File: src/rtl/fcu_pkg.sv
// Package for the frame checksum unit: mode codes, the running state type,
// and the byte-wide CRC update functions. No dependencies.

package fcu_pkg;

   // Checksum mode codes, as written to the mode register.
   typedef logic [2:0] mode_type;
   localparam mode_type MODE_CRC16_MSB  = 3'd0;
   localparam mode_type MODE_WORD_SUM   = 3'd1;
   localparam mode_type MODE_CRC16_REFL = 3'd2;
   localparam mode_type MODE_CRC32      = 3'd3;
   localparam mode_type MODE_BYTE_SUM   = 3'd4;

   // Polynomials and seeds.
   localparam logic [15:0] CRC16_MSB_POLY  = 16'h1021;
   localparam logic [31:0] CRC16_REFL_POLY = 32'h0000_A001;
   localparam logic [31:0] CRC32_POLY      = 32'hEDB8_8320;
   localparam logic [31:0] CRC32_SEED      = 32'hFFFF_FFFF;

   // Running state carried from one byte of a frame to the next.
   typedef struct packed {
      logic [31:0] running_value;
      logic [7:0]  held_high_byte;
      logic        byte_waiting;
   } sum_state_type;

   // State at the start of a frame for the given mode.
   function automatic sum_state_type seed_state(input mode_type mode);
      sum_state_type s;
      s.running_value  = (mode == MODE_CRC32) ? CRC32_SEED : 32'd0;
      s.held_high_byte = 8'd0;
      s.byte_waiting   = 1'b0;
      return s;
   endfunction

   // MSB-first CRC-16, one byte unrolled over eight bit steps.
   function automatic logic [15:0] crc16_msb_byte(input logic [15:0] crc,
                                                  input logic [7:0]  data);
      logic [15:0] c;
      c = crc ^ {data, 8'd0};
      for (int k = 0; k < 8; k++) begin
         if (c[15]) begin
            c = {c[14:0], 1'b0} ^ CRC16_MSB_POLY;
         end else begin
            c = {c[14:0], 1'b0};
         end
      end
      return c;
   endfunction

   // Reflected CRC, one byte unrolled over eight bit steps.
   function automatic logic [31:0] crc_refl_byte(input logic [31:0] crc,
                                                 input logic [7:0]  data,
                                                 input logic [31:0] poly);
      logic [31:0] c;
      c = crc ^ {24'd0, data};
      for (int k = 0; k < 8; k++) begin
         if (c[0]) begin
            c = {1'b0, c[31:1]} ^ poly;
         end else begin
            c = {1'b0, c[31:1]};
         end
      end
      return c;
   endfunction

endpackage

File: src/rtl/fcu_step.sv
// Single-byte update of the frame checksum: next running state and the
// finished checksum for the selected mode. Depends on fcu_pkg.

module fcu_step
   import fcu_pkg::*;
(
   input  mode_type      mode,
   input  sum_state_type cur_state,
   input  logic [7:0]    frame_byte,
   input  logic          is_last,
   output sum_state_type nxt_state,
   output logic [31:0]   checksum_value
);

   sum_state_type upd_state;
   logic [15:0]   crc16_msb;
   logic [31:0]   crc_refl16;
   logic [31:0]   crc_refl32;
   logic [31:0]   word_sum;
   logic [16:0]   fold_once;
   logic [16:0]   fold_twice;

   // All three CRC flavors are computed in parallel; the mode picks one below.
   assign crc16_msb  = crc16_msb_byte(cur_state.running_value[15:0], frame_byte);
   assign crc_refl16 = crc_refl_byte({16'd0, cur_state.running_value[15:0]},
                                     frame_byte, CRC16_REFL_POLY);
   assign crc_refl32 = crc_refl_byte(cur_state.running_value, frame_byte, CRC32_POLY);

   // Word sum: pair bytes big-endian; a lone trailing byte is added unshifted.
   always_comb begin
      if (cur_state.byte_waiting) begin
         word_sum = cur_state.running_value + {16'd0, cur_state.held_high_byte, frame_byte};
      end else if (is_last) begin
         word_sum = cur_state.running_value + {24'd0, frame_byte};
      end else begin
         word_sum = cur_state.running_value;
      end
   end

   // Fold the 32-bit sum to 16 bits twice, then invert.
   assign fold_once  = {1'b0, word_sum[31:16]} + {1'b0, word_sum[15:0]};
   assign fold_twice = fold_once + {16'd0, fold_once[16]};

   // Per-mode state update and result.
   always_comb begin
      upd_state      = cur_state;
      checksum_value = 32'd0;
      case (mode)
         MODE_CRC16_MSB: begin
            upd_state.running_value = {16'd0, crc16_msb};
            checksum_value          = {16'd0, crc16_msb};
         end
         MODE_WORD_SUM: begin
            upd_state.running_value = word_sum;
            if (!cur_state.byte_waiting && !is_last) begin
               upd_state.held_high_byte = frame_byte;
               upd_state.byte_waiting   = 1'b1;
            end else begin
               upd_state.byte_waiting = 1'b0;
            end
            checksum_value = {16'd0, ~fold_twice[15:0]};
         end
         MODE_CRC16_REFL: begin
            upd_state.running_value = crc_refl16;
            checksum_value          = crc_refl16;
         end
         MODE_CRC32: begin
            upd_state.running_value = crc_refl32;
            checksum_value          = crc_refl32 ^ CRC32_SEED;
         end
         MODE_BYTE_SUM: begin
            upd_state.running_value = cur_state.running_value + {24'd0, frame_byte};
            checksum_value          = upd_state.running_value;
         end
         default: begin
            checksum_value = 32'd0;
         end
      endcase
   end

   // The last byte of a frame reseeds for the next frame.
   assign nxt_state = is_last ? seed_state(mode) : upd_state;

endmodule

File: src/rtl/frame_checksum_unit.sv
// Top level of the frame checksum unit: input register, checksum update and
// result register. Depends on fcu_pkg and fcu_step.
//
// Usage:
//   Input channel req_*: one frame byte per transaction, with req_is_last set
//   on the final byte. Frames are one byte or longer.
//   Result channel rsp_*: one transaction per frame, carrying the checksum
//   of the frame; 16-bit modes return zero in the upper half.
//   Configuration: csr_write_enable with csr_write_data selects the mode and
//   reseeds the running state. Write it only while no frame is in flight.
// Flow:
//   An accepted byte is held in the input register and updated there by
//   fcu_step; the checksum of a final byte is then registered in the result
//   register and shown on rsp_*. One byte is taken per cycle, except while a
//   final byte is held behind a pending result.
// Stalls:
//   While a result waits on rsp_ready, non-final bytes keep flowing; a final
//   byte waits in the input register, and req_ready drops behind it.
// Reset:
//   Synchronous reset empties both registers, selects mode 0 (MSB-first
//   CRC-16) and seeds the running state to zero.

module frame_checksum_unit
   import fcu_pkg::*;
(
   input  logic        clock,
   input  logic        reset,
   input  logic        req_valid,
   output logic        req_ready,
   input  logic [7:0]  req_frame_byte,
   input  logic        req_is_last,
   output logic        rsp_valid,
   input  logic        rsp_ready,
   output logic [31:0] rsp_checksum_value,
   input  logic        csr_write_enable,
   input  logic [2:0]  csr_write_data
);

   mode_type      mode_ff, mode_in;
   sum_state_type state_ff, state_in;
   sum_state_type step_state;
   logic [31:0]   step_value;
   logic          s1_valid_ff, s1_valid_in;
   logic [7:0]    s1_byte_ff, s1_byte_in;
   logic          s1_last_ff, s1_last_in;
   logic          rsp_valid_ff, rsp_valid_in;
   logic [31:0]   rsp_value_ff, rsp_value_in;
   logic          req_fire;
   logic          s1_fire;

   // The input register moves on unless it holds a final byte and the
   // result register is still occupied.
   assign s1_fire   = s1_valid_ff && (!s1_last_ff || !rsp_valid_ff || rsp_ready);
   assign req_ready = !s1_valid_ff || s1_fire;
   assign req_fire  = req_valid && req_ready;

   // Checksum update for the byte in the input register.
   fcu_step u_step (
      .mode           (mode_ff),
      .cur_state      (state_ff),
      .frame_byte     (s1_byte_ff),
      .is_last        (s1_last_ff),
      .nxt_state      (step_state),
      .checksum_value (step_value)
   );

   // Next-state logic for control, running state and result.
   always_comb begin
      s1_valid_in  = req_fire ? 1'b1 : (s1_fire ? 1'b0 : s1_valid_ff);
      s1_byte_in   = req_fire ? req_frame_byte : s1_byte_ff;
      s1_last_in   = req_fire ? req_is_last : s1_last_ff;
      mode_in      = csr_write_enable ? mode_type'(csr_write_data) : mode_ff;
      if (csr_write_enable) begin
         state_in = seed_state(mode_type'(csr_write_data));
      end else if (s1_fire) begin
         state_in = step_state;
      end else begin
         state_in = state_ff;
      end
      rsp_valid_in = (s1_fire && s1_last_ff) ? 1'b1 : (rsp_ready ? 1'b0 : rsp_valid_ff);
      rsp_value_in = (s1_fire && s1_last_ff) ? step_value : rsp_value_ff;
   end

   // Control registers.
   always_ff @(posedge clock) begin
      if (reset) begin
         s1_valid_ff  <= 1'b0;
         rsp_valid_ff <= 1'b0;
         mode_ff      <= MODE_CRC16_MSB;
         state_ff     <= seed_state(MODE_CRC16_MSB);
      end else begin
         s1_valid_ff  <= s1_valid_in;
         rsp_valid_ff <= rsp_valid_in;
         mode_ff      <= mode_in;
         state_ff     <= state_in;
      end
   end

   // Payload registers.
   always_ff @(posedge clock) begin
      s1_byte_ff   <= s1_byte_in;
      s1_last_ff   <= s1_last_in;
      rsp_value_ff <= rsp_value_in;
   end

   assign rsp_valid          = rsp_valid_ff;
   assign rsp_checksum_value = rsp_value_ff;

`ifndef SYNTHESIS
   // A half word is only ever held in word-sum mode.
   a_wait_only_word_sum: assert property (@(posedge clock) disable iff (reset)
      state_ff.byte_waiting |-> (mode_ff == MODE_WORD_SUM))
      else $error("held byte outside word-sum mode");

   // The 16-bit CRC modes keep the upper half of the running value clear.
   a_crc16_upper_clear: assert property (@(posedge clock) disable iff (reset)
      (mode_ff == MODE_CRC16_MSB || mode_ff == MODE_CRC16_REFL)
         |-> (state_ff.running_value[31:16] == 16'd0))
      else $error("16-bit CRC running value overflowed");

   // A final byte blocked by a pending result stays in the input register.
   a_last_held: assert property (@(posedge clock) disable iff (reset)
      (s1_valid_ff && s1_last_ff && rsp_valid_ff && !rsp_ready)
         |=> (s1_valid_ff && s1_last_ff))
      else $error("final byte lost while result stalled");

   // Reset leaves both stages empty.
   a_reset_empty: assert property (@(posedge clock)
      reset |=> (!s1_valid_ff && !rsp_valid_ff))
      else $error("pipeline not empty after reset");
`endif

endmodule
File: config.mk
export PLATFORM = sky130hd
export DESIGN_NAME = frame_checksum_unit
export DESIGN_NICKNAME = d
export VERILOG_FILES = /design/src/rtl/fcu_pkg.sv /design/src/rtl/fcu_step.sv /design/src/rtl/frame_checksum_unit.sv
export SDC_FILE = /design/constraint.sdc
export NUM_CORES = 1
export LEC_CHECK = 0
export BUFFER_PORTS_ARGS = -buffer_cell sky130_fd_sc_hd__buf_2
export CORE_MARGIN = 10
export CORE_UTILIZATION = 45
export DETAILED_ROUTE_END_ITERATION = 12
export PLACE_DENSITY = 0.63
export SYNTH_ARGS = -nofsm -noshare
export SYNTH_HDL_FRONTEND = slang
export SYNTH_SLANG_ARGS = --single-unit
File: constraint.sdc
create_clock -name clock -period 5.1 [get_ports clock]
set_input_delay 0.255 -clock clock [delete_from_list [all_inputs] [get_ports clock]]
set_output_delay 0.255 -clock clock [all_outputs]
set_load 0.005 [all_outputs]
==> impl_metrics.csv, run 1 <==
group,metric,value,unit
status,status,"finished, violations left",
status,violations,"negative setup slack",
die,die_area,0.0258,mm^2
power,vdd_drop_max,0.155,mV
die,die_w,161,um
worst_setup_path,path_common_cell,"a21o_1",
drt,vias,9933,
die,coreArea,0.0195,mm^2
drt,firstDrtPassIters,6,
placed_design,postPlaceCellArea,0.0105,mm^2
final_layout,fillers,1792,
worst_hold_path,hp-class,"primary input to flip-flop",
timing,final_max_slew_viol_count,0,
clock_tree,cts_sinks,87,
final_layout,drive_gt1_share,26.8,%
synthesis,yosysTopAreaCell,"edfxtp_1",
drt,routed_via_density,6.47,
worst_setup_path,ff2ff_setup_slack,-360,ps
timing,finalClockSkew,14.8,ps
worst_setup_path,rr_startpoint,"s1_byte_ff[0]",
synthesis,syn_inst,1090,
worst_setup_path,reg2reg_depth,25,
clock_tree,clkTransAtPathRegs,80,ps
final_layout,synthToLayoutAreaGrowth,25.2,%
worst_setup_path,path_class,"flip-flop to flip-flop",
worst_setup_path,crit_path_end_kind,"flip-flop",
grt,antenna_found_initial,0,
synthesis,synth_top_area_share,13.8,%
synthesis,synth.avg_cell_area,8.17,um^2
clock_tree,numCtsBuffers,9,
drt,drt_iter0_markers,1387,
clock_tree,cts.path.max_buffers,2,
die,rows,51,
timing,fin_ws,-363,ps
synthesis,synthFlopType,"dfxtp_1",
die,io_pins,51,
worst_setup_path,cp_num_cells,25,
placed_design,hpwl,30400,um
timing,fin_hold_ws,57.7,ps
grt,grtUsageTotal,29.2,%
grt,grt_pass1_wl,58300,um
placed_design,portBuffers,50,
drt,routed_wl,38900,um
final_layout,finalNetCount,1320,
final_layout,antenna-diode-count,0,
grt,grt_max_degree,36,
synthesis,synth_edf_count,41,
synthesis,synthDistinctLibCells,96,
run,max-cap-violations,0,
clock_tree,worstSkewPairLatency,370,ps
timing,setup_viol,11,
grt,grtUsageMet1,40.5,%
grt,busiest_layer,"met1",
final_layout,final_cell_count_no_fill,1536,
grt,grtUsageMet3,8.38,%
die,initial_core_util,45.7,%
die,die_h,161,um
synthesis,syn-cell-area,0.00890,mm^2
worst_setup_path,crit_family,"compound AO/OA/AOI/OAI gates",
grt,grt-ovfl-total,0,
drt,wl_per_cell,25.3,um
timing,slew_headroom,23.0,%
worst_setup_path,slowest_delay,420,ps
clock_tree,cts_tree,"done",
clock_tree,cts-htree-levels,3,
timing,fmax,183,MHz
worst_setup_path,worstPathRequired,5220,ps
synthesis,ys_ff_latch,87,
placed_design,gp_congestion,1.05,
worst_setup_path,crit_end,"rsp_checksum_value[11]",
timing,rsz0062_at_grt,"yes",
final_layout,fin_area,0.0111,mm^2
synthesis,synth_area_leaders,"edfxtp_1, dfxtp_1, xnor2_1",
power,power_density,259,mW/mm^2
drt,antenna_left,0,
timing,period_needed,5460,ps
worst_setup_path,slowest_stage,"fa_2",
timing,worstMarginPinSlew,1150,ps
timing,period_share,107,%
worst_setup_path,cp.arrival,5580,ps
power,power.leakage,0.00444,uW
worst_setup_path,worst_r2r_endpoint,"rsp_checksum_value[11]",
placed_design,dp.cells,1497,
clock_tree,cts-root-buf,"clkbuf_16",
synthesis,yosysWarnings,0,
grt,grt_pass1_vias,9329,
synthesis,synthArstFlopShare,0,%
synthesis,seq_area_frac_synth,24.2,%
worst_setup_path,startpoint_type,"flip-flop",
timing,hold_viol_final,0,
grt,met2_usage,40.3,%
clock_tree,ctsHoldBuffers,0,
synthesis,synth_fp_nets,1143,
worst_setup_path,crit_start,"s1_byte_ff[0]",
worst_setup_path,worstPathMaxFanout,6,
drt,route.detailed.drc,0,
worst_setup_path,path_buf_inv,1,
-- Yosys cell counts (all sizes together) (7+ instances only) --
master / number
xnor2: 106
nor2: 83
nand2: 80
o21ai: 73
a21oi: 71
xor2: 59
clkbuf: 53
dfxtp: 46
edfxtp: 41
ha: 34
nor3: 34
nand3: 33
o211ai: 32
buf: 23
a21o: 21
nand4: 19
a211oi: 18
o21a: 17
o22ai: 17
a22oi: 16
inv: 15
a31oi: 12
and3: 12
mux2i: 12
a2111oi: 11
and2: 10
nor4: 9
nor2b: 8
or3: 8
a221oi: 7
a31o: 7
mux2: 7
or4: 7
-- cell type report --
| class | count | area (um^2) | area share (%) |
|---|---|---|---|
| repair buffers | 242 | 1710 | 15.3 |
| multi-input cells | 910 | 6600 | 59.2 |
| flip-flops and latches | 87 | 2150 | 19.3 |
| clock inverters | 6 | 71.3 | 0.640 |
| clock buffers | 9 | 225 | 2.02 |
| inverters | 17 | 63.8 | 0.572 |
| well taps | 265 | 332 | 2.97 |
-- report_power, final --
| part | internal, uW | switching [uW] |
|---|---|---|
| clock network | 381 | 320 |
| logic | 536 | 835 |
| registers | 779 | 40.1 |
-- through the flow --
| stage | utilization, % | setup slack, ps | setup TNS [ps] | total power (uW) |
|---|---|---|---|---|
| after CTS | 56.7 | -193 | -1060 | 2830 |
| after floorplan | - | -24.4 | -42.7 | 1660 |
| after global placement | 54.1 | -107 | -566 | 2100 |
| after global routing | 57.3 | -553 | -5470 | 3000 |
| after detailed placement | 54.1 | -217 | -1580 | 2110 |
| final | 57.3 | -363 | -2550 | 2890 |
-- routing by layer --
layer  vias to the layer above  wire (um)  part of all wire, %
met5                         -          0                    0
met4                         0       2230                  5.7
met3                       149       5280                   14
met2                       755      15300                   39
met1                      4600      16000                   41
li1                       4429          -                    -
-- what timing repair did --
action,in CTS,in global routing
endpoints found under the setup margin,11,16
setup buffers,17,7
gates resized for setup,15,11
pin swaps,11,7
hold endpoints to repair,0,0
-- cell usage in the layout (no fill, tap or decap), types with 9 or more instances in the layout --
master	instances
buf_4	190
xnor2_1	100
nand2_1	76
nor2_1	75
a21oi_1	68
o21ai_0	57
xor2_1	56
buf_2	50
dfxtp_1	46
edfxtp_1	41
o211ai_1	31
nand3_1	31
ha_1	28
nor3_1	27
a21o_1	21
nand4_1	18
o21a_1	17
o22ai_1	17
a22oi_1	16
a211oi_1	14
o21ai_1	13
inv_1	12
mux2i_1	12
a31oi_1	12
and3_1	11
and2_1	9
clkbuf_16	9
-- worst min-delay path by stage --
stage / from / to / cells past startpoint
6_report: req_frame_byte[5] / s1_byte_ff[5] / 1
5_1_grt: req_frame_byte[3] / s1_byte_ff[3] / 1
4_1_cts: req_frame_byte[3] / s1_byte_ff[3] / 1
3_5_place_dp: req_frame_byte[3] / s1_byte_ff[3] / 1
3_3_place_gp: req_frame_byte[7] / s1_byte_ff[7] / 1
2_1_floorplan: req_frame_byte[0] / s1_byte_ff[0] / 0
-- cells by family after synthesis --
logic type               count (synthesis)  synth area share (%)
multiplexers                            20                  2.49
buffers and inverters                   93                  4.43
flip-flops                              87                  24.2
AO/OA/AOI/OAI                          352                  27.3
adder cells (fa/ha/maj)                 36                  5.23
XOR/XNOR                               166                  16.8
AND/OR/NAND/NOR                        336                  19.6
-- flip-flops by register name, summed over array words and instances, names as in the netlist --
name	cells
s1_valid_ff	1
state_ff	41
s1_byte_ff	8
s1_last_ff	1
rsp_valid	1
rsp_checksum_value	32
mode_ff	3
No activity file was read; power rests on OpenSTA's default activity.
==> inputs of run 2 (changes only) <==
BUFFER_PORTS_ARGS = not set   (was -buffer_cell sky130_fd_sc_hd__buf_2)
CORE_MARGIN = 4   (was 10)
DONT_BUFFER_PORTS = 1   (was not set)
PLACE_DENSITY = 0.61   (was 0.63)
SLEW_MARGIN = 30   (was not set)
==> run 2 against run 1 <==
  * Critical path type unchanged
  * Worst setup slack gained 220 ps
  * Design area shrank 2.0%
  * The run still ends with negative setup slack left
  * Clock power is essentially flat
  * Highest routed layer unchanged
  * Count of clock-buffer cells in the layout grew 2
  * Register-to-register slack gained 220 ps
  * Final cell count shrank 3.5%
==> impl_metrics.csv, run 2 (synthesized netlist as in run 1, its figures left out) <==
group,metric,value,unit
status,status,"finished, violations left",
status,violations,"negative setup slack",
timing,worstMarginPinSlew,1130,ps
run,max-cap-violations,0,
die,die_w,149,um
placed_design,gp_congestion,1.07,
die,io_pins,51,
drt,antenna_left,0,
final_layout,finalNetCount,1265,
drt,routed_via_density,6.46,
final_layout,drive_gt1_share,23.1,%
worst_setup_path,slowest_delay,410,ps
final_layout,synthToLayoutAreaGrowth,22.8,%
timing,setup_viol,11,
worst_setup_path,slowest_stage,"edfxtp_1",
die,rows,51,
worst_setup_path,worst_r2r_endpoint,"rsp_checksum_value[12]",
timing,final_max_slew_viol_count,0,
timing,slew_headroom,24.8,%
worst_setup_path,reg2reg_depth,25,
timing,period_needed,5240,ps
worst_setup_path,rr_startpoint,"s1_byte_ff[0]",
timing,hold_viol_final,0,
clock_tree,cts-htree-levels,3,
final_layout,largest_register_ffs,41,
worst_setup_path,worstPathMaxFanout,5,
final_layout,mostFrequentLayoutCell,"buf_4",
clock_tree,cts-root-buf,"clkbuf_16",
grt,grt_max_degree,33,
timing,fin_tns_setup,-906,ps
grt,antenna_found_initial,1,
die,die_area,0.0221,mm^2
worst_setup_path,cp.arrival,5330,ps
clock_tree,clkTransAtPathRegs,70,ps
placed_design,portBuffers,0,
final_layout,final_cell_mix,"buf_4, xnor2_1, nand2_1, nor2_1, a21oi_1",
drt,firstDrtPassIters,6,
final_layout,largest-register,"state_ff",
drt,vias,9580,
clock_tree,worstSkewPairLatency,360,ps
grt,grt_pass1_vias,9049,
timing,period_share,103,%
worst_hold_path,hp-class,"primary input to flip-flop",
grt,grtUsageTotal,33.3,%
power,power_density,265,mW/mm^2
final_layout,seq_area,0.00215,mm^2
clock_tree,cts.path.max_buffers,2,
worst_hold_path,hp-start,"req_valid",
timing,fin_hold_ws,14.8,ps
timing,fmax,191,MHz
grt,grt-ovfl-total,0,
drt,route.detailed.drc,0,
drt,routed_wl,37200,um
timing,rsz0062_at_grt,"yes",
die,die_h,149,um
die,coreArea,0.0195,mm^2
die,initial_core_util,45.7,%
timing,finalClockSkew,16.9,ps
worst_setup_path,ff2ff_setup_slack,-140,ps
grt,grt_pass1_wl,56100,um
worst_setup_path,crit_start,"s1_byte_ff[0]",
clock_tree,numCtsBuffers,9,
timing,fin_ws,-143,ps
drt,drt_iter0_markers,1369,
drt,wl_per_cell,25.1,um
clock_tree,cts_sinks,87,
final_layout,multi_input_area,0.00664,mm^2
power,power.leakage,0.00420,uW
worst_setup_path,startpoint_type,"flip-flop",
power,vdd_drop_max,0.147,mV
placed_design,place_ws,-172,ps
clock_tree,cts_tree,"done",
worst_setup_path,crit_path_end_kind,"flip-flop",
final_layout,fillers,1826,
worst_setup_path,worstPathRequired,5190,ps
worst_setup_path,path_class,"flip-flop to flip-flop",
placed_design,hpwl,28300,um
worst_setup_path,crit_end,"rsp_checksum_value[12]",
==> run 2: cell count changes in the layout (fill, tap and decap cells not counted), moves of 3 or more <==
cell           change
xnor2_2            -3
buf_4             -14
buf_2             -50
dlygate4sd3_1     +10
==> run 2: worst min path at each step <==
stage	endpoint	cells after the start
2_1_floorplan	s1_byte_ff[0]	0
3_3_place_gp	state_ff[38]	1
3_5_place_dp	state_ff[38]	1
4_1_cts	s1_valid_ff	2
5_1_grt	s1_valid_ff	2
6_report	s1_valid_ff	2
==> run 2: final cells by class <==
class	count	share of cell area, %
sequential	87	19.7
inverter	17	0.584
antenna	1	0.0229
multi-input combinational	910	60.8
clock inverter	5	0.538
tap	265	3.03
timing repair buffer	187	13.1
clock buffer	11	2.22
==> run 2: per-layer routing <==
metal	global-route usage [%]	vias up	routed length, um
met1	45.8	4528	15600
met3	7.53	133	3900
met5	0	-	0
met4	13.7	0	1790
li1	-	4324	-
met2	50.7	595	15900
==> run 2: power by group <==
part           switching [uW]  leakage [uW]  internal (uW)
combinational             835       0.00331            528
sequential               45.0      0.000742            780
clock                     310      0.000142            394
total                    1190       0.00420           1700
==> run 2: metrics by stage <==
stage	total power, uW	instance area (um^2)	cells	util (%)
CTS	2840	10800	1472	55.4
global route	3000	10900	1483	56.1
floorplan	1660	9020	1090	-
finish	2890	10900	1483	56.1
detailed placement	2100	10200	1434	52.3
global placement	2100	10200	1434	52.3
==> run 2: what timing repair did <==
item	4_1_cts	5_1_grt
resized for setup	21	10
gates cloned	0	0
pin swaps	28	17
hold endpoints to repair	23	0
setup buffers	12	10
hold buffers	10	0
endpoints found under the setup margin	9	15
==> run 2: worst max-delay path: cells and delay by family, from the launching register on <==
kind / cells / cell delay [ps]
AOI/OAI and AO/OA: 7 / 1330
and+or+nand+nor: 11 / 1720
xor gates and xnor gates: 2 / 320
adders and majority gates: 4 / 1070
buffers and inverters: 1 / 150
DFF: 1 / 410
==> inputs of run 3 (changes only) <==
CORE_ASPECT_RATIO = 0.9   (was not set)
==> run 3 against run 2 <==
  * The run still ends with negative setup slack left
  * Register-to-register slack got worse by 40 ps
  * Global-route usage increased by 0.58 points
  * Sequential power decreased by 0.6%
  * Critical path depth decreased by 2
  * Utilization increased by 0.77 points
  * Final cell count decreased by 0.34%
  * Via count increased by 1.7%
  * Flip-flop and latch count unchanged
  * Clock skew decreased by 2.1 ps
  * Count of clock-buffer cells in the layout decreased by 1
  * Non-clock buffer count increased by 11
  * Largest cell class unchanged
==> impl_metrics.csv, run 3 (synthesized netlist as in run 1, its figures left out) <==
group,metric,value,unit
timing,slew_headroom,31.5,%
final_layout,drive_gt1_share,24.0,%
placed_design,portBuffers,0,
final_layout,largest-register,"state_ff",
final_layout,final_cell_mix,"buf_4, xnor2_1, nand2_1, nor2_1, a21oi_1",
placed_design,gp_congestion,1.06,
run,max-cap-violations,0,
timing,rsz0062_at_grt,"yes",
worst_hold_path,hp-class,"primary input to flip-flop",
final_layout,final_cell_count_no_fill,1478,
placed_design,hpwl,29000,um
final_layout,antenna-diode-count,0,
clock_tree,cts-root-buf,"clkbuf_16",
timing,hold_viol_final,0,
power,power.leakage,0.00426,uW
drt,firstDrtPassIters,6,
worst_setup_path,path_common_cell,"nand4_1",
worst_setup_path,reg2reg_depth,23,
clock_tree,cts_tree,"done",
worst_setup_path,worstPathMaxFanout,4,
final_layout,seq_area,0.00215,mm^2
timing,fin_ws,-179,ps
clock_tree,clkTransAtPathRegs,70,ps
final_layout,fillers,1812,
drt,routed_via_density,6.59,
die,io_pins,51,
power,power_density,262,mW/mm^2
clock_tree,cts.path.max_buffers,2,
die,rows,48,
grt,grt-ovfl-total,0,
worst_setup_path,crit_path_end_kind,"flip-flop",
clock_tree,worstSkewPairLatency,370,ps
grt,grt_max_degree,34,
grt,antenna_found_initial,1,
drt,antenna_left,0,
placed_design,dp.cells,1427,
status,status,"finished, violations left",
timing,finalClockSkew,14.8,ps
die,initial_core_util,46.0,%
drt,route.detailed.drc,0,
clock_tree,cts-htree-levels,3,
final_layout,largest_register_ffs,41,
grt,grt_pass1_wl,57100,um
die,die_h,141,um
drt,drt_iter0_markers,1324,
final_layout,synthToLayoutAreaGrowth,23.7,%
worst_setup_path,path_class,"flip-flop to flip-flop",
timing,fmax,189,MHz
worst_setup_path,cp_cell_sequence,"ha_2, o211ai_1, o211ai_2, nand4_1, buf_4, a211oi_4, nor2_4, buf_4, xnor2_1, ha_1, a211oi_2, o21a_1, o31ai_4, nand4_1, nand2_2, a21o_1, a21o_1, ha_2, and3_4, nand4_1, and4b_2, xnor2_2, a211o_1",
worst_setup_path,slowest_stage,"edfxtp_1",
final_layout,mostFrequentLayoutCell,"buf_4",
clock_tree,cts_sinks,87,
timing,period_needed,5280,ps
final_layout,multi_input_area,0.00668,mm^2
final_layout,finalNetCount,1276,
worst_setup_path,slowest_delay,440,ps
status,violations,"negative setup slack",
timing,final_max_slew_viol_count,0,
placed_design,place_ws,-215,ps
worst_hold_path,whs_path_depth,2,
worst_setup_path,worstPathRequired,5190,ps
timing,fin_tns_setup,-686,ps
clock_tree,numCtsBuffers,9,
final_layout,fin_area,0.0110,mm^2
placed_design,postPlaceCellArea,0.0102,mm^2
drt,wl_per_cell,25.7,um
grt,grtUsageTotal,33.9,%
die,coreArea,0.0193,mm^2
timing,worstMarginPinSlew,1020,ps
die,die_area,0.0221,mm^2
worst_setup_path,startpoint_type,"flip-flop",
timing,setup_viol,9,
worst_setup_path,cp.arrival,5370,ps
drt,routed_wl,38000,um
drt,vias,9745,
power,vdd_drop_max,0.161,mV
die,die_w,156,um
timing,period_share,104,%
grt,grt_pass1_vias,9006,
run 3: worst paths after layout:
kind / startpoint / to / slack (ps)
setup / recovery: s1_byte_ff[3] / rsp_checksum_value[9] / -180
hold / removal: req_valid / s1_valid_ff / 30
setup reg to reg: s1_byte_ff[3] / rsp_checksum_value[9] / -180
hold reg to reg: s1_valid_ff / rsp_valid / 520
run 3: cell type report:
cell class	count	area share, %
Clock buffer	10	2.08
Clock inverter	6	0.477
Inverter	17	0.580
Multi-Input combinational cell	910	60.7
Sequential cell	87	19.5
Tap cell	250	2.84
Timing Repair Buffer	198	13.8
run 3: report_power, final:
group          switching (uW)  internal [uW]
registers                41.0            779
logic                     856            538
clock network             326            340
run 3: timing repair:
item / in CTS / in global routing
setup endpoints to repair: 10 / 16
hold endpoints to repair: 23 / 0
pin swaps: 39 / 17
setup buffers: 23 / 4
cloned: 0 / 0
gates resized for setup: 31 / 9
hold buffers: 10 / 0
run 3: critical path, delay by kind of cell (launching register included):
kind | cells | cell delay, ps
xor gates and xnor gates | 2 | 230
DFF | 1 | 440
adders and majority gates | 3 | 920
and+or+nand+nor | 7 | 1260
AOI/OAI and AO/OA | 9 | 1810
buffers and inverters | 2 | 350
run 3: metrics by stage:
stage / hold WS (ps) / utilization, % / power [uW]
2_1_floorplan: 354 / - / 1660
3_3_place_gp: 331 / 52.8 / 2110
3_5_place_dp: 329 / 52.8 / 2110
4_1_cts: 29.5 / 56.5 / 2820
5_1_grt: 37.9 / 56.9 / 2970
6_report: 30.0 / 56.9 / 2880
run 3: metal layers:
layer | routed length (um) | GRT usage (%) | up-vias
met5 | 13 | 0 | -
met2 | 15400 | 49.1 | 646
met4 | 1840 | 12.4 | 2
li1 | - | - | 4348
met1 | 16400 | 48.7 | 4610
met3 | 4350 | 8.51 | 139
